[src/design/clti_pkg.sv]
// shared types and constants for the clamped table interpolator
// widths, register indexes, range status codes and the item structs
// no dependencies
`timescale 1ns / 1ps

package clti_pkg;

  localparam int TABLE_DEPTH     = 1024;
  localparam int ADDR_WIDTH      = $clog2(TABLE_DEPTH);
  localparam int VALUE_WIDTH     = 32;
  localparam int TEMP_WIDTH      = 24;
  localparam int INV_STEP_WIDTH  = 24;
  localparam int MAX_INDEX_WIDTH = 10;
  localparam int CFG_INDEX_WIDTH = 2;
  localparam int CFG_DATA_WIDTH  = 24;

  // Q4.20 times Q12.12 gives 32 fraction bits
  localparam int POS_WIDTH      = TEMP_WIDTH + INV_STEP_WIDTH;
  localparam int POS_FRAC_BITS  = 32;
  localparam int IDX_WIDTH      = POS_WIDTH - POS_FRAC_BITS;
  localparam int FRAC_WIDTH     = 16;
  localparam int PROD_WIDTH     = VALUE_WIDTH + FRAC_WIDTH;
  localparam int SUM_WIDTH      = VALUE_WIDTH + 2;

  localparam logic [CFG_INDEX_WIDTH-1:0] CFG_T_MIN     = 2'd0;
  localparam logic [CFG_INDEX_WIDTH-1:0] CFG_T_MAX     = 2'd1;
  localparam logic [CFG_INDEX_WIDTH-1:0] CFG_INV_STEP  = 2'd2;
  localparam logic [CFG_INDEX_WIDTH-1:0] CFG_MAX_INDEX = 2'd3;

  localparam logic [TEMP_WIDTH-1:0]      T_MIN_RESET     = 24'd1572864;
  localparam logic [TEMP_WIDTH-1:0]      T_MAX_RESET     = 24'd2272264;
  localparam logic [INV_STEP_WIDTH-1:0]  INV_STEP_RESET  = 24'd4096000;
  localparam logic [MAX_INDEX_WIDTH-1:0] MAX_INDEX_RESET = 10'd667;

  localparam logic KIND_WRITE  = 1'b0;
  localparam logic KIND_LOOKUP = 1'b1;

  localparam logic [1:0] ST_INTERP = 2'd0;
  localparam logic [1:0] ST_BELOW  = 2'd1;
  localparam logic [1:0] ST_ABOVE  = 2'd2;
  localparam logic [1:0] ST_TOP    = 2'd3;

  typedef struct packed {
    logic                          kind;
    logic [ADDR_WIDTH-1:0]         table_addr;
    logic signed [VALUE_WIDTH-1:0] table_value;
    logic [TEMP_WIDTH-1:0]         temperature;
  } in_item_t;

  typedef struct packed {
    logic signed [VALUE_WIDTH-1:0] value;
    logic [1:0]                    range_status;
  } out_item_t;

  // lookup bookkeeping that travels alongside the table read
  typedef struct packed {
    logic                  valid;
    logic [1:0]            status;
    logic [FRAC_WIDTH-1:0] frac;
  } lookup_tag_t;

  // table access issued by the front end, one per cycle while the pipeline advances
  typedef struct packed {
    logic                          we;
    logic [ADDR_WIDTH-1:0]         wr_addr;
    logic signed [VALUE_WIDTH-1:0] wr_data;
    logic [ADDR_WIDTH-1:0]         rd_addr_a;
    logic [ADDR_WIDTH-1:0]         rd_addr_b;
    lookup_tag_t                   tag;
  } table_req_t;

endpackage

[src/design/clti_front.sv]
// front end: range compare, grid position multiply, cell and address select
// two register stages, then the table request as combinational output
// depends on clti_pkg
`timescale 1ns / 1ps

module clti_front import clti_pkg::*; (
  input  logic                       clk,
  input  logic                       rst,
  input  logic                       adv,
  input  logic                       in_valid,
  input  in_item_t                   in_data,
  input  logic [TEMP_WIDTH-1:0]      t_min,
  input  logic [TEMP_WIDTH-1:0]      t_max,
  input  logic [INV_STEP_WIDTH-1:0]  inv_step,
  input  logic [MAX_INDEX_WIDTH-1:0] max_index,
  output table_req_t                 req
);

  // stage a: compares and offset from the grid start
  logic                          a_valid;
  logic                          a_kind;
  logic [ADDR_WIDTH-1:0]         a_addr;
  logic signed [VALUE_WIDTH-1:0] a_value;
  logic                          a_below;
  logic                          a_above;
  logic [TEMP_WIDTH-1:0]         a_diff;

  // stage b: exact grid position
  logic                          b_valid;
  logic                          b_kind;
  logic [ADDR_WIDTH-1:0]         b_addr;
  logic signed [VALUE_WIDTH-1:0] b_value;
  logic                          b_below;
  logic                          b_above;
  logic [POS_WIDTH-1:0]          b_pos;

  logic [IDX_WIDTH-1:0]  idx;
  logic [FRAC_WIDTH-1:0] frac;
  logic                  at_top;
  logic [1:0]            status;
  logic [ADDR_WIDTH-1:0] addr_a;

  always_ff @(posedge clk) begin
    if (rst) begin
      a_valid <= 1'b0;
      b_valid <= 1'b0;
    end else if (adv) begin
      a_valid <= in_valid;
      b_valid <= a_valid;
    end
  end

  always_ff @(posedge clk) begin
    if (adv) begin
      a_kind  <= in_data.kind;
      a_addr  <= in_data.table_addr;
      a_value <= in_data.table_value;
      a_below <= in_data.temperature < t_min;
      a_above <= in_data.temperature > t_max;
      a_diff  <= in_data.temperature - t_min;

      b_kind  <= a_kind;
      b_addr  <= a_addr;
      b_value <= a_value;
      b_below <= a_below;
      b_above <= a_above;
      b_pos   <= POS_WIDTH'(a_diff) * POS_WIDTH'(inv_step);
    end
  end

  assign idx    = b_pos[POS_WIDTH-1:POS_FRAC_BITS];
  assign frac   = b_pos[POS_FRAC_BITS-1 -: FRAC_WIDTH];
  assign at_top = idx >= IDX_WIDTH'(max_index);

  // below minimum wins over all the other cases
  always_comb begin
    priority if (b_below) begin
      status = ST_BELOW;
      addr_a = '0;
    end else if (b_above) begin
      status = ST_ABOVE;
      addr_a = max_index[ADDR_WIDTH-1:0];
    end else if (at_top) begin
      status = ST_TOP;
      addr_a = max_index[ADDR_WIDTH-1:0];
    end else begin
      status = ST_INTERP;
      addr_a = idx[ADDR_WIDTH-1:0];
    end
  end

  assign req.we         = b_valid && (b_kind == KIND_WRITE);
  assign req.wr_addr    = b_addr;
  assign req.wr_data    = b_value;
  assign req.rd_addr_a  = addr_a;
  assign req.rd_addr_b  = addr_a + ADDR_WIDTH'(1);
  assign req.tag.valid  = b_valid && (b_kind == KIND_LOOKUP);
  assign req.tag.status = status;
  assign req.tag.frac   = frac;

  // an interpolating lookup always sits strictly below the last entry
  assert property (@(posedge clk) disable iff (rst)
    req.tag.valid && (status == ST_INTERP) |-> (idx < IDX_WIDTH'(max_index)))
    else $error("interpolation cell at or past the last entry");

  assert property (@(posedge clk) disable iff (rst)
    !adv |=> $stable(b_pos) && $stable(b_valid))
    else $error("position stage moved during a stall");

endmodule

[config.mk]
export PLATFORM = sky130hd
export DESIGN_NAME = clti_front
export DESIGN_NICKNAME = d
export VERILOG_FILES = /design/src/design/clti_pkg.sv /design/src/design/clti_front.sv
export SDC_FILE = /design/constraint.sdc
export NUM_CORES = 2
export LEC_CHECK = 0
export ABC_CLOCK_PERIOD_IN_PS = 7100
export BUFFER_PORTS_ARGS = -buffer_cell sky130_fd_sc_hd__buf_2
export CAP_MARGIN = 25
export CORE_MARGIN = 2
export CORE_UTILIZATION = 50
export CTS_BUF_LIST = sky130_fd_sc_hd__clkbuf_16
export DETAILED_ROUTE_END_ITERATION = 8
export HOLD_SLACK_MARGIN = 0.1
export PLACE_DENSITY = 0.72
export SYNTH_ARGS = -nofsm -noshare
export SYNTH_HDL_FRONTEND = slang
export SYNTH_SLANG_ARGS = --single-unit
[constraint.sdc]
create_clock -name clk -period 7.1 [get_ports clk]
set_input_delay 0.355 -clock clk [delete_from_list [all_inputs] [get_ports clk]]
set_output_delay 0.355 -clock clk [all_outputs]
set_load 0.02 [all_outputs]
* Word-level counts from Yosys, hierarchy flattened
Cells that the tools add are included.
** Storage, ports and cells
- Output and inout port bits :: 82
- Register bits :: 164
- Logic and storage cells :: 29
- Input bits :: 153
** Cells by class
- Muxes and demuxes :: 6
- Reduce and logical (&&, ||, !) cells :: 2
- $lt $le $gt $ge :: 3
- $mul :: 1
- Bitwise logic cells :: 1
- $add $sub $neg :: 2
** Operator list (number)
- $mul 24x24->48 :: 1
- $mux 10 :: 3
- $gt 24x24->1 :: 1
- $lt 24x24->1 :: 1
- $sub 24x24->24 :: 1
- $ge 16x10->1 :: 1
- $add 10x1->10 const B :: 1
- $mux 2 :: 3
- $logic_and 1x1->1 :: 2
- $not 1->1 :: 1

* Longest topological paths before layout
- Depth after elaboration :: 5
- Depth in mapped cells :: 27
- Depth with buffers taken out :: 26

* Least setup slack after synthesis
Ideal clock, no wire load.
- Path kind :: reg2reg
- Start point :: register a_diff[13]
- End point :: register b_pos[44] (data pin)
- Path buffers :: 1
- Required time :: 6.842 ns
- Setup slack :: 0.389 ns
- Period minus slack after synthesis :: 6.711 ns
- Setup time :: 0.258 ns
- Arrival time :: 6.453 ns
- Cell stages (with the launch flop) :: 28
- Path through :: edfxtp_1 > clkbuf_1 > nand2_1 > fa_1 > inv_1 > fa_1 > inv_1 > fa_1 > inv_1 > fa_1 > inv_1 > fa_1 > inv_1 > fa_1 > inv_1 > fa_1 > inv_1 > ha_1 > nand4_1 > nor4_2 > a221oi_1 > o211ai_1 > o2111a_1 > o31a_4 > o21ai_4 > o21ai_2 > a21oi_2 > xnor2_1
** Between the ends
- Longest elaborated chain between the ends :: 1
** Ends and longest elaborated chain
- from (decl) :: line clti_front.sv:26 : logic [TEMP_WIDTH-1:0] a_diff;
- from (signal assigned) :: line clti_front.sv:60 : a_diff <= in_data.temperature - t_min;
- $mul 24x24->48 :: line clti_front.sv:67 : b_pos <= POS_WIDTH'(a_diff) * POS_WIDTH'(inv_step);
- to (signal assigned) :: line clti_front.sv:67
- to (decl) :: line clti_front.sv:35 : logic [POS_WIDTH-1:0] b_pos;
Every way passes these cells.
A chain may end at the register's enable or synchronous reset.

* Worst setup path in the final report
- Start point :: register a_diff[6]
- End point :: register b_pos[44] (data pin)
The elaborated chain is that of the path after synthesis.

==> impl_metrics.csv <==
group,metric,value,unit
run_status,status,"completed",
synthesis,ys_warn_count,0,
cts,cts_sinks,148,
cells_and_area,num-nets-final,3781,
global_routing,grt_pass1_vias,20180,
worst_setup_path,cp_slowest_cell,"fa_1",
synthesis,synthesis.nets,3432,
worst_setup_path,cp_num_buf_inv,7,
floorplan,die_w,228,microns
synthesis,synth_seq_cells,148,
timing,skew,13.4,ps
worst_setup_path,cpMostUsedCell,"fa_1",
floorplan,core_area,50000,sq um
cells_and_area,layout-drive-gt1-share,16.8,%
routing,wl,65000,microns
worst_setup_path,cp_max_fo,6,
worst_hold_path,min_path_type,"in2reg",
synthesis,yosysUniqueCellTypes,63,
synthesis,postSynthAreaPerCell,9.81,sq um
timing,slew_viol_final,0,
routing,drtIter0Drc,1068,
global_routing,grtUsageTotal,25.8,%
cts,cts_buffers,17,
worst_setup_path,required,7320,ps
synthesis,synth_flop_cell,"edfxtp_1",
synthesis,synth_area_leaders,"fa_1 38%, edfxtp_1 17%, ha_1 11%",
cells_and_area,antenna_cells,0,
synthesis,synth_area_leader_cell,"fa_1",
global_routing,antenna_found_initial,1,
global_routing,grt_pass1_wl,105000,microns
synthesis,synth_area,25200,sq um
routing,drc,0,
floorplan,die_h,228,microns
global_routing,grt_max_degree,96,
timing,setup_viol,0,
cells_and_area,final-seq-area,4420,sq um
place,gp_congestion,0.929,
floorplan,die-area,52200,sq um
synthesis,async_reset_ff_share,0,%
worst_setup_path,critPathTopFamily,"adder cells",
place,portBuffers,234,
timing,slew_headroom,39.0,%
timing,tightestPinTransition,916,ps
cts,tritoncts,"done",
cells_and_area,n_fill_cell,4241,
synthesis,synth_top_cell_area_share,38.3,%
worst_setup_path,cpPeakStageDelay,540,ps
routing,postRouteAntennaNets,0,
timing,finalHoldViolCount,0,
synthesis,synth_edf_count,146,
floorplan,initial_core_util,50.4,%
global_routing,grt_overflow_total,0,
synthesis,netlist_instances,2568,
routing,via_per_inst,5.12,
timing,period_needed,7060,ps
worst_setup_path,end_kind,"flip-flop",
floorplan,std_cell_rows,82,
worst_setup_path,path_class,"reg2reg",
timing,rsz0062_at_grt,"yes",
cells_and_area,area_growth,16.9,%
routing,dr.pass1.iters,7,
timing,max_freq,142,MHz
cts,cts_root_buffer,"clkbuf_16",
job,drv_cap,0,
cts,clk_latency,470,ps
synthesis,ys_seq_area_share,17.6,%
timing,fin_crit_sh,99.5,%
floorplan,io_pins,235,
worst_setup_path,cp-start-kind,"flip-flop",
routing,routedWlPerCell,18.0,microns
worst_setup_path,arrival,7280,ps
place,dp_hpwl,54600,microns
cells_and_area,finish.utilization,58.9,%
cts,clk_pin_slew,80,ps
cells_and_area,multi_input_comb_area,18200,sq um
routing,route.vias.total,18431,
cts,clock_tree.buffer_depth,2,
cts,cts_max_level,4,
[worst paths after layout]
check,startpoint,end,slack (ps),cells after the start
worst max-delay path,a_diff[6]$_DFFE_PP_,b_pos[44]$_DFFE_PP_,40,26
worst min-delay path,t_min[0],a_diff[0]$_DFFE_PP_,280,3
worst max register to register,a_diff[6]$_DFFE_PP_,b_pos[44]$_DFFE_PP_,40,26
worst min register to register,a_above$_DFFE_PP_,b_above$_DFFE_PP_,410,0
[state kept, by name, indices dropped and copies added (netlist names)]
signal   cells
b_pos       32
a_diff      24
b_kind       1
b_addr      10
a_addr      10
a_value     32
b_above      1
b_value     32
a_kind       1
a_valid      1
b_valid      1
a_below      1
b_below      1
a_above      1
[kinds of logic (layout without fill, tap and decap cells)]
logic type                 after synthesis  count (layout)  share of synthesized area (%)
buffers and inverters                  716            1078                           10.9
xor gates and xnor gates                62              62                           2.16
adders and majority gates              711             711                           49.7
DFF                                    148             148                           17.6
muxes                                    9               9                          0.358
AOI/OAI and AO/OA                      177             177                           4.57
and+or+nand+nor                        745             745                           14.7
[per-layer routing]
metal	GRT usage, %	wire length, microns
met4	7.70	1750
met1	32.9	26000
met3	5.15	4460
met2	44.6	32800
met5	0	0
[final cells by class]
cell class	instances	area share [%]
tap	672	2.86
multi-input combinational	1704	62.0
clock inverter	15	0.625
sequential	148	15.0
clock buffer	17	1.45
timing repair buffer	449	10.4
inverter	597	7.61
[repair_timing]
action | in CTS | in global routing
buffers inserted | 8 | 14
hold endpoints to repair | 45 | 0
pin swaps | 4 | 39
hold buffers | 45 | 0
resized for setup | 14 | 54
gates cloned | 0 | 1
setup endpoints to repair | 11 | 18
[through the flow]
step / hold slack (ps) / TNS (ps) / instance area [sq um] / cells / setup WS [ps]
4_1_cts: 246 / 0 / 29100 / 3587 / 0.0298
5_1_grt: 278 / -943 / 29400 / 3602 / -147
2_1_floorplan: 400 / 0 / 25200 / 2568 / 389
6_report: 278 / 0 / 29400 / 3602 / 38.1
3_3_place_gp: 400 / -608 / 27900 / 3502 / -247
3_5_place_dp: 405 / -1460 / 27900 / 3502 / -402
[worst min-delay path: cells and delay by family]
family                     cells  cell delay [ps]
buffers and inverters          2              110
adders and majority gates      1              120
[placed cells by master, fill, tap and decap left out, types with 38 or more instances in the layout]
cell and count:
buf_4 144, ha_1 220, buf_2 233, fa_1 479, dlygate4sd3_1 45, nand2_1 325
edfxtp_1 146, a21oi_1 60, xnor2_1 38, and2_1 278, nor2_1 52, inv_1 594
[synth_stat cells (3+ instances only)]
cell	n
o211ai_1	6
nand4b_1	3
xor2_1	23
and2_1	283
nand3_1	22
nor2_1	53
o21bai_1	12
nand2b_1	8
buf_4	17
a21o_1	15
and3_1	4
o21ai_0	32
ha_1	229
fa_1	482
clkbuf_1	98
o21ai_2	3
nand4_1	8
o21a_1	9
mux2i_1	9
nor3_1	9
a21oi_2	3
xnor2_1	39
edfxtp_1	146
nand2_1	327
a21oi_1	62
nor2b_1	14
nor4_1	4
inv_1	597
a211oi_1	4
Power is not shown: default switching activity piles up to over one toggle a cycle in this logic, so the estimate is an artifact.
