[src/design/clti_pkg.sv]
// shared types and constants for the clamped table interpolator
// widths, register indexes, range status codes and the item structs
// no dependencies
`timescale 1ns / 1ps

package clti_pkg;

  localparam int TABLE_DEPTH     = 1024;
  localparam int ADDR_WIDTH      = $clog2(TABLE_DEPTH);
  localparam int VALUE_WIDTH     = 32;
  localparam int TEMP_WIDTH      = 24;
  localparam int INV_STEP_WIDTH  = 24;
  localparam int MAX_INDEX_WIDTH = 10;
  localparam int CFG_INDEX_WIDTH = 2;
  localparam int CFG_DATA_WIDTH  = 24;

  // Q4.20 times Q12.12 gives 32 fraction bits
  localparam int POS_WIDTH      = TEMP_WIDTH + INV_STEP_WIDTH;
  localparam int POS_FRAC_BITS  = 32;
  localparam int IDX_WIDTH      = POS_WIDTH - POS_FRAC_BITS;
  localparam int FRAC_WIDTH     = 16;
  localparam int PROD_WIDTH     = VALUE_WIDTH + FRAC_WIDTH;
  localparam int SUM_WIDTH      = VALUE_WIDTH + 2;

  localparam logic [CFG_INDEX_WIDTH-1:0] CFG_T_MIN     = 2'd0;
  localparam logic [CFG_INDEX_WIDTH-1:0] CFG_T_MAX     = 2'd1;
  localparam logic [CFG_INDEX_WIDTH-1:0] CFG_INV_STEP  = 2'd2;
  localparam logic [CFG_INDEX_WIDTH-1:0] CFG_MAX_INDEX = 2'd3;

  localparam logic [TEMP_WIDTH-1:0]      T_MIN_RESET     = 24'd1572864;
  localparam logic [TEMP_WIDTH-1:0]      T_MAX_RESET     = 24'd2272264;
  localparam logic [INV_STEP_WIDTH-1:0]  INV_STEP_RESET  = 24'd4096000;
  localparam logic [MAX_INDEX_WIDTH-1:0] MAX_INDEX_RESET = 10'd667;

  localparam logic KIND_WRITE  = 1'b0;
  localparam logic KIND_LOOKUP = 1'b1;

  localparam logic [1:0] ST_INTERP = 2'd0;
  localparam logic [1:0] ST_BELOW  = 2'd1;
  localparam logic [1:0] ST_ABOVE  = 2'd2;
  localparam logic [1:0] ST_TOP    = 2'd3;

  typedef struct packed {
    logic                          kind;
    logic [ADDR_WIDTH-1:0]         table_addr;
    logic signed [VALUE_WIDTH-1:0] table_value;
    logic [TEMP_WIDTH-1:0]         temperature;
  } in_item_t;

  typedef struct packed {
    logic signed [VALUE_WIDTH-1:0] value;
    logic [1:0]                    range_status;
  } out_item_t;

  // lookup bookkeeping that travels alongside the table read
  typedef struct packed {
    logic                  valid;
    logic [1:0]            status;
    logic [FRAC_WIDTH-1:0] frac;
  } lookup_tag_t;

  // table access issued by the front end, one per cycle while the pipeline advances
  typedef struct packed {
    logic                          we;
    logic [ADDR_WIDTH-1:0]         wr_addr;
    logic signed [VALUE_WIDTH-1:0] wr_data;
    logic [ADDR_WIDTH-1:0]         rd_addr_a;
    logic [ADDR_WIDTH-1:0]         rd_addr_b;
    lookup_tag_t                   tag;
  } table_req_t;

endpackage

[src/design/clti_blend.sv]
// blend: slope magnitude, fraction multiply, signed add and saturation
// three register stages, the last one is the output register
// depends on clti_pkg
`timescale 1ns / 1ps

module clti_blend import clti_pkg::*; (
  input  logic                          clk,
  input  logic                          rst,
  input  logic                          adv,
  input  logic signed [VALUE_WIDTH-1:0] rd_a,
  input  logic signed [VALUE_WIDTH-1:0] rd_b,
  input  lookup_tag_t                   tag,
  output logic                          out_valid,
  output out_item_t                     out_data
);

  localparam logic signed [SUM_WIDTH-1:0] SAT_HI =
    {{(SUM_WIDTH-VALUE_WIDTH+1){1'b0}}, {(VALUE_WIDTH-1){1'b1}}};
  localparam logic signed [SUM_WIDTH-1:0] SAT_LO = ~SAT_HI;

  logic signed [VALUE_WIDTH:0] diff;
  logic                        diff_neg;
  logic [VALUE_WIDTH:0]        diff_abs;

  logic                          d_valid;
  logic [1:0]                    d_status;
  logic [FRAC_WIDTH-1:0]         d_frac;
  logic signed [VALUE_WIDTH-1:0] d_a;
  logic                          d_neg;
  logic [VALUE_WIDTH-1:0]        d_mag;

  logic                          e_valid;
  logic [1:0]                    e_status;
  logic signed [VALUE_WIDTH-1:0] e_a;
  logic                          e_neg;
  logic [VALUE_WIDTH-1:0]        e_q;
  logic [PROD_WIDTH-1:0]         prod;

  logic signed [SUM_WIDTH-1:0] step;
  logic signed [SUM_WIDTH-1:0] sum;
  logic signed [VALUE_WIDTH-1:0] sat;
  logic signed [VALUE_WIDTH-1:0] result;

  assign diff     = {rd_b[VALUE_WIDTH-1], rd_b} - {rd_a[VALUE_WIDTH-1], rd_a};
  assign diff_neg = diff[VALUE_WIDTH];
  assign diff_abs = diff_neg ? (~diff + 1'b1) : diff;

  // magnitude times fraction, floor of the top bits gives round toward zero
  assign prod = PROD_WIDTH'(d_mag) * PROD_WIDTH'(d_frac);

  assign step = e_neg ? -$signed({2'b00, e_q}) : $signed({2'b00, e_q});
  assign sum  = {{2{e_a[VALUE_WIDTH-1]}}, e_a} + step;

  always_comb begin
    priority if (sum > SAT_HI) begin
      sat = SAT_HI[VALUE_WIDTH-1:0];
    end else if (sum < SAT_LO) begin
      sat = SAT_LO[VALUE_WIDTH-1:0];
    end else begin
      sat = sum[VALUE_WIDTH-1:0];
    end
  end

  // clamped cases already read the right entry into a
  assign result = (e_status == ST_INTERP) ? sat : e_a;

  always_ff @(posedge clk) begin
    if (rst) begin
      d_valid   <= 1'b0;
      e_valid   <= 1'b0;
      out_valid <= 1'b0;
    end else if (adv) begin
      d_valid   <= tag.valid;
      e_valid   <= d_valid;
      out_valid <= e_valid;
    end
  end

  always_ff @(posedge clk) begin
    if (adv) begin
      d_status <= tag.status;
      d_frac   <= tag.frac;
      d_a      <= rd_a;
      d_neg    <= diff_neg;
      d_mag    <= diff_abs[VALUE_WIDTH-1:0];

      e_status <= d_status;
      e_a      <= d_a;
      e_neg    <= d_neg;
      e_q      <= prod[PROD_WIDTH-1:FRAC_WIDTH];

      out_data.value        <= result;
      out_data.range_status <= e_status;
    end
  end

  assert property (@(posedge clk) disable iff (rst)
    adv && d_valid |=> (e_q <= $past(d_mag)))
    else $error("scaled slope exceeds the full slope");

  assert property (@(posedge clk)
    rst |=> !out_valid && !d_valid && !e_valid)
    else $error("result pending after reset");

endmodule

[config.mk]
export PLATFORM = sky130hd
export DESIGN_NAME = clti_blend
export DESIGN_NICKNAME = d
export VERILOG_FILES = /design/src/design/clti_pkg.sv /design/src/design/clti_blend.sv
export SDC_FILE = /design/constraint.sdc
export NUM_CORES = 2
export LEC_CHECK = 0
export BUFFER_PORTS_ARGS = -buffer_cell sky130_fd_sc_hd__buf_2
export CAP_MARGIN = 5
export CORE_MARGIN = 2
export CORE_UTILIZATION = 35
export CTS_CLUSTER_SIZE = 30
export DETAILED_ROUTE_END_ITERATION = 10
export PLACE_DENSITY = 0.61
export SYNTH_ARGS = -nofsm -noshare
export SYNTH_HDL_FRONTEND = slang
export SYNTH_SLANG_ARGS = --single-unit
[constraint.sdc]
create_clock -name clk -period 7.8 [get_ports clk]
set_input_delay 0.78 -clock clk [delete_from_list [all_inputs] [get_ports clk]]
set_output_delay 0.78 -clock clk [all_outputs]
set_load 0.01 [all_outputs]
After elaboration in Yosys (flattened, before gate mapping). Index checks and enable logic that the tools add are counted.

Flip-flop bits (word level): 187. Output and inout bits: 35.

Order comparisons: 2. Add/subtract/negate cells: 4. Multipliers: 1. Reductions and logical operators: 1. Mux-type cells: 5. Bitwise logic cells: 1.

Operators by type and width (count): 2-to-1 mux 32 bit (4); multiplier 32 x 16 -> 48 bit (1); adder 34 bit (1); greater-than comparator 34 x 32 -> 1 bit (second input constant) (1); < comparator 34 x 32 -> 1 bit (second input constant) (1); 2-to-1 mux 34 bit (1); negation 32 -> 34 bit (1); subtractor 32 x 32 -> 33 bit (1); adder 32 x 1 -> 32 bit (second input constant) (1); NOT 32 bit (1); zero test 2 bit (1).

Longest topological paths before layout.
Depth after elaboration: 7. Depth in mapped cells: 25. Mapped depth without buffers: 24.

Worst setup path after synthesis. OpenSTA, ideal clock, no wires.

Path type: reg2reg. From: register d_frac[6]. To: register e_q[29], data pin. Data arrival time: 6.327 ns. Slack: 1.210 ns. Stages on the path, launching flop included: 23. Required time: 7.538 ns. Setup time: 0.262 ns. Path through: edfxtp_1 clkbuf_1 and2_1 fa_1 inv_1 fa_1 fa_1 fa_1 inv_1 fa_1 inv_1 fa_1 inv_1 ha_1 nand4_1 or3_1 a2111oi_0 nor2_1 a311o_1 a31oi_1 a31oi_1 a21oi_1 xor2_1.

Longest elaborated chain between the ends: 1.

Ends and longest elaborated chain: start, declared (RTL line clti_blend.sv:27) `logic [FRAC_WIDTH-1:0] d_frac;`; start signal, assigned (RTL line clti_blend.sv:82) `d_frac <= tag.frac;`; multiplier 32 x 16 -> 48 bit (RTL line clti_blend.sv:49) `assign prod = PROD_WIDTH'(d_mag) * PROD_WIDTH'(d_frac);`; via prod[45] (RTL line clti_blend.sv:37) `logic [PROD_WIDTH-1:0] prod;`; end signal, assigned (RTL line clti_blend.sv:90) `e_q <= prod[PROD_WIDTH-1:FRAC_WIDTH];`; end, declared (RTL line clti_blend.sv:36) `logic [VALUE_WIDTH-1:0] e_q;`.

The timed path passes the listed nets, and every way through them passes these cells. A chain may end at the register's enable or synchronous reset.

Worst setup path in the final report.
From: register d_frac[10]. To: register e_q[30], data pin.

The elaborated chain is that of the path after synthesis.

==> impl_results.rst <==
.. list-table::
   :header-rows: 1

   * - Metric
     - Value
   * - Net total in the final layout
     - 3,661
   * - First-pass GRT wire length
     - 115,000 microns
   * - Post-detailed-route wirelength per cell
     - 17.9 microns
   * - Post-synth EDFFs
     - 184
   * - Clock edge transition at the registers on the reported setup and hold paths
     - 0.09 ns
   * - Clk_skew
     - 0.0224 ns
   * - Clock insertion delay at the later pin of the skew report
     - 0.51 ns
   * - Crit end category
     - register
   * - CP Data Required Time
     - 8.03 ns
   * - Setup repair after global routing missed its margin
     - no
   * - Final setup slack of the worst path
     - 0.399 ns
   * - Initial antenna violation count
     - 1
   * - First-pass iteration count of the detailed router
     - 7
   * - Slew HR
     - 0.248
   * - Pin count of the biggest net entering global routing
     - 66
   * - Fmax
     - 0.135 GHz
   * - Count of unresolved DRC violations after routing
     - 0
   * - Share of layout cells above drive strength 1
     - 0.0794
   * - Starting density of the core
     - 0.353
   * - Cell taking the most area after synthesis
     - sky130_fd_sc_hd__fa_1
   * - Io pins
     - 121
   * - Filler cell count in the final layout
     - 7,860
   * - Final setup viols
     - 0
   * - Dpl hpwl
     - 58,200 microns
   * - Final critical-path share of the clock period
     - 0.949
   * - Final Routed Wirelength
     - 71,900 microns
   * - Area of the die
     - 80,200 sq um
   * - Register bit count reported by yosys
     - 187
   * - Netlist area before placement
     - 27,300 sq um
   * - Final global-route overflow total
     - 0
   * - DRT iter0 DRCs
     - 1,478
   * - Die Wd
     - 283 microns
   * - Number of buffers inserted by hold repair at cts
     - 0
   * - Library cell used as clock root buffer
     - sky130_fd_sc_hd__clkbuf_16
   * - Per-instance average area after synthesis
     - 9.42 sq um
   * - Seq/Total Area, Yosys
     - 0.205
   * - H-tree lvl count
     - 4
   * - Diodes inserted
     - 0
   * - TritonCTS clock tree
     - built
   * - TNS Setup
     - 0 ns
   * - Max Cap Violations
     - 0
   * - Crit-path max FO
     - 11
   * - Clock period minus final worst setup slack
     - 7.40 ns
   * - YS warnings
     - 0
   * - Overall via count from detail_route
     - 20,325
   * - Via density
     - 5.05
   * - Total count of hold-check failures in the final report
     - 0
   * - Num CTS Buffers
     - 17
   * - Sinks on Clock Net
     - 187
   * - Share of Yosys cell area claimed by the top area cell type
     - 0.307
   * - Crit Path Category
     - register to register
   * - Number of buffers on the longest clock path
     - 2
   * - Crit path arrival time
     - 7.64 ns
   * - Ys flop type
     - sky130_fd_sc_hd__edfxtp_1
   * - Port Buffers
     - 120
   * - Hold/Removal Path Class
     - register to register
   * - Asr flop ratio synth
     - 0
   * - All-layer global routing usage
     - 0.182
   * - Gp weighted congestion
     - 0.918
   * - Top cells by count, synth
     - sky130_fd_sc_hd__inv_1, sky130_fd_sc_hd__fa_1, sky130_fd_sc_hd__nand2_1, sky130_fd_sc_hd__and2_1
   * - Cell count after synthesis
     - 2,898
   * - Number of global-route vias before repair
     - 20,524
   * - Dominant cells by area after synthesis
     - sky130_fd_sc_hd__fa_1, sky130_fd_sc_hd__edfxtp_1, sky130_fd_sc_hd__ha_1
   * - Type of origin of the critical path
     - register
   * - Chip height
     - 283 microns
   * - Final Max Tran Viols
     - 0
   * - Worst slack, placed
     - 0.292 ns
   * - Synthesized netlist net count
     - 3,587
   * - Area Overhead vs Synth
     - 8.93%
   * - Outcome
     - completed
   * - Count of antenna-violating nets left after detailed routing
     - 0
   * - Placeable core area
     - 77,300 sq um
   * - Cell with the most instances after synthesis
     - sky130_fd_sc_hd__inv_1
   * - Total number of placement rows
     - 102
   * - Distinct cell type count after synthesis
     - 77
   * - Actual transition at the worst max-transition pin
     - 1.13 ns
sequential cells by signal, summed over array words and instances (netlist names):
register and flops:
out_data 34, d_a 32, d_mag 32, e_a 32, e_q 32, d_frac 16
d_status 2, e_status 2, d_neg 1, d_valid 1, e_neg 1, e_valid 1
out_valid 1
worst paths after layout:
check,from,endpoint,slack [ns],cells past startpoint
max,d_frac[10]$_DFFE_PP_,e_q[30]$_DFFE_PP_,0.40,23
min,d_a[19]$_DFFE_PP_,e_a[19]$_DFFE_PP_,0.42,0
max reg2reg,d_frac[10]$_DFFE_PP_,e_q[30]$_DFFE_PP_,0.40,23
min reg2reg,d_a[19]$_DFFE_PP_,e_a[19]$_DFFE_PP_,0.42,0
layout by cell type, fill, tap and decap left out, types with 16 or more instances in the layout:
master	Yosys	layout
sky130_fd_sc_hd__xnor2_1	89	89
sky130_fd_sc_hd__buf_4	0	53
sky130_fd_sc_hd__nand3_1	33	33
sky130_fd_sc_hd__a21o_1	66	66
sky130_fd_sc_hd__a211oi_1	18	18
sky130_fd_sc_hd__o21a_1	25	25
sky130_fd_sc_hd__clkbuf_16	0	17
sky130_fd_sc_hd__nand2_1	396	396
sky130_fd_sc_hd__ha_1	184	184
sky130_fd_sc_hd__and2_1	228	228
sky130_fd_sc_hd__fa_1	419	419
sky130_fd_sc_hd__o31ai_1	21	21
sky130_fd_sc_hd__nor2_1	81	81
sky130_fd_sc_hd__nor3_1	31	31
sky130_fd_sc_hd__xor2_1	43	43
sky130_fd_sc_hd__and3_1	17	17
sky130_fd_sc_hd__nand2b_1	16	16
sky130_fd_sc_hd__edfxtp_1	184	184
sky130_fd_sc_hd__o21ai_0	51	51
sky130_fd_sc_hd__a21oi_1	106	106
sky130_fd_sc_hd__nand4_1	20	20
sky130_fd_sc_hd__inv_1	516	516
sky130_fd_sc_hd__o21ai_1	19	19
sky130_fd_sc_hd__buf_2	2	119
what timing repair did:
| action | in CTS | in global routing |
|---|---|---|
| hold endpoints to repair | 0 | 0 |
| resized for setup | 0 | 1 |
| setup endpoints to repair | 0 | 7 |
| setup buffers | 0 | 3 |
worst max-delay path: stages (launching register included):
cell                       delay, ns
sky130_fd_sc_hd__edfxtp_1       0.64
sky130_fd_sc_hd__buf_4          0.28
sky130_fd_sc_hd__and2_1         0.16
sky130_fd_sc_hd__fa_1           0.54
sky130_fd_sc_hd__inv_1          0.06
sky130_fd_sc_hd__fa_1           0.54
sky130_fd_sc_hd__inv_1          0.05
sky130_fd_sc_hd__fa_1           0.46
sky130_fd_sc_hd__fa_1           0.41
sky130_fd_sc_hd__fa_1           0.54
sky130_fd_sc_hd__inv_1          0.05
sky130_fd_sc_hd__fa_1           0.53
sky130_fd_sc_hd__inv_1          0.04
sky130_fd_sc_hd__ha_1           0.35
sky130_fd_sc_hd__o21ai_0        0.10
sky130_fd_sc_hd__nor2_1         0.08
sky130_fd_sc_hd__nor4b_1        0.54
sky130_fd_sc_hd__o31ai_1        0.21
sky130_fd_sc_hd__nor2_1         0.35
sky130_fd_sc_hd__o21ai_1        0.16
sky130_fd_sc_hd__a21o_1         0.25
sky130_fd_sc_hd__a311oi_1       0.50
sky130_fd_sc_hd__o41a_1         0.21
sky130_fd_sc_hd__a221oi_1       0.04
through the flow:
| step | cell area, sq um | std cells | hold slack (ns) | util |
|---|---|---|---|---|
| 2_1_floorplan | 27300 | 2898 | 0.400 | - |
| 3_3_place_gp | 29100 | 3990 | 0.401 | 0.377 |
| 3_5_place_dp | 29100 | 3990 | 0.405 | 0.377 |
| 4_1_cts | 29700 | 4022 | 0.408 | 0.384 |
| 5_1_grt | 29700 | 4025 | 0.424 | 0.384 |
| 6_report | 29700 | 4025 | 0.417 | 0.384 |
area by class of cell:
class                      instances  area (sq um)  share of cell area
multi-input combinational       2075         19300               0.650
sequential                       187          5590               0.188
inverter                         517          1940              0.0653
tap                             1040          1300              0.0438
timing repair buffer             174          1030              0.0346
clock buffer                      18           429              0.0144
clock inverter                    14           134             0.00450
kinds of logic (layout without fill, tap and decap cells):
logic type / Yosys count / in the layout / share of synthesized area
AO/OA/AOI/OAI: 431 / 431 / 0.106
XOR/XNOR: 134 / 134 / 0.0436
adder cells (fa/ha/maj): 603 / 603 / 0.392
buffers and inverters: 636 / 723 / 0.0881
flip-flops: 187 / 187 / 0.205
multiplexers: 9 / 9 / 0.00335
AND/OR/NAND/NOR: 898 / 898 / 0.162
routing by layer:
layer / GRT usage / up-vias / share of wire
met5: 0 / - / 0.00011
met4: 0.0462 / 2 / 0.019
met3: 0.0250 / 72 / 0.048
met2: 0.300 / 483 / 0.48
met1: 0.253 / 10259 / 0.46
li1: - / 9509 / -
Power is left out: the tool's default activity adds up to more than one toggle a clock period on the data nets, which glitch-free logic cannot reach.
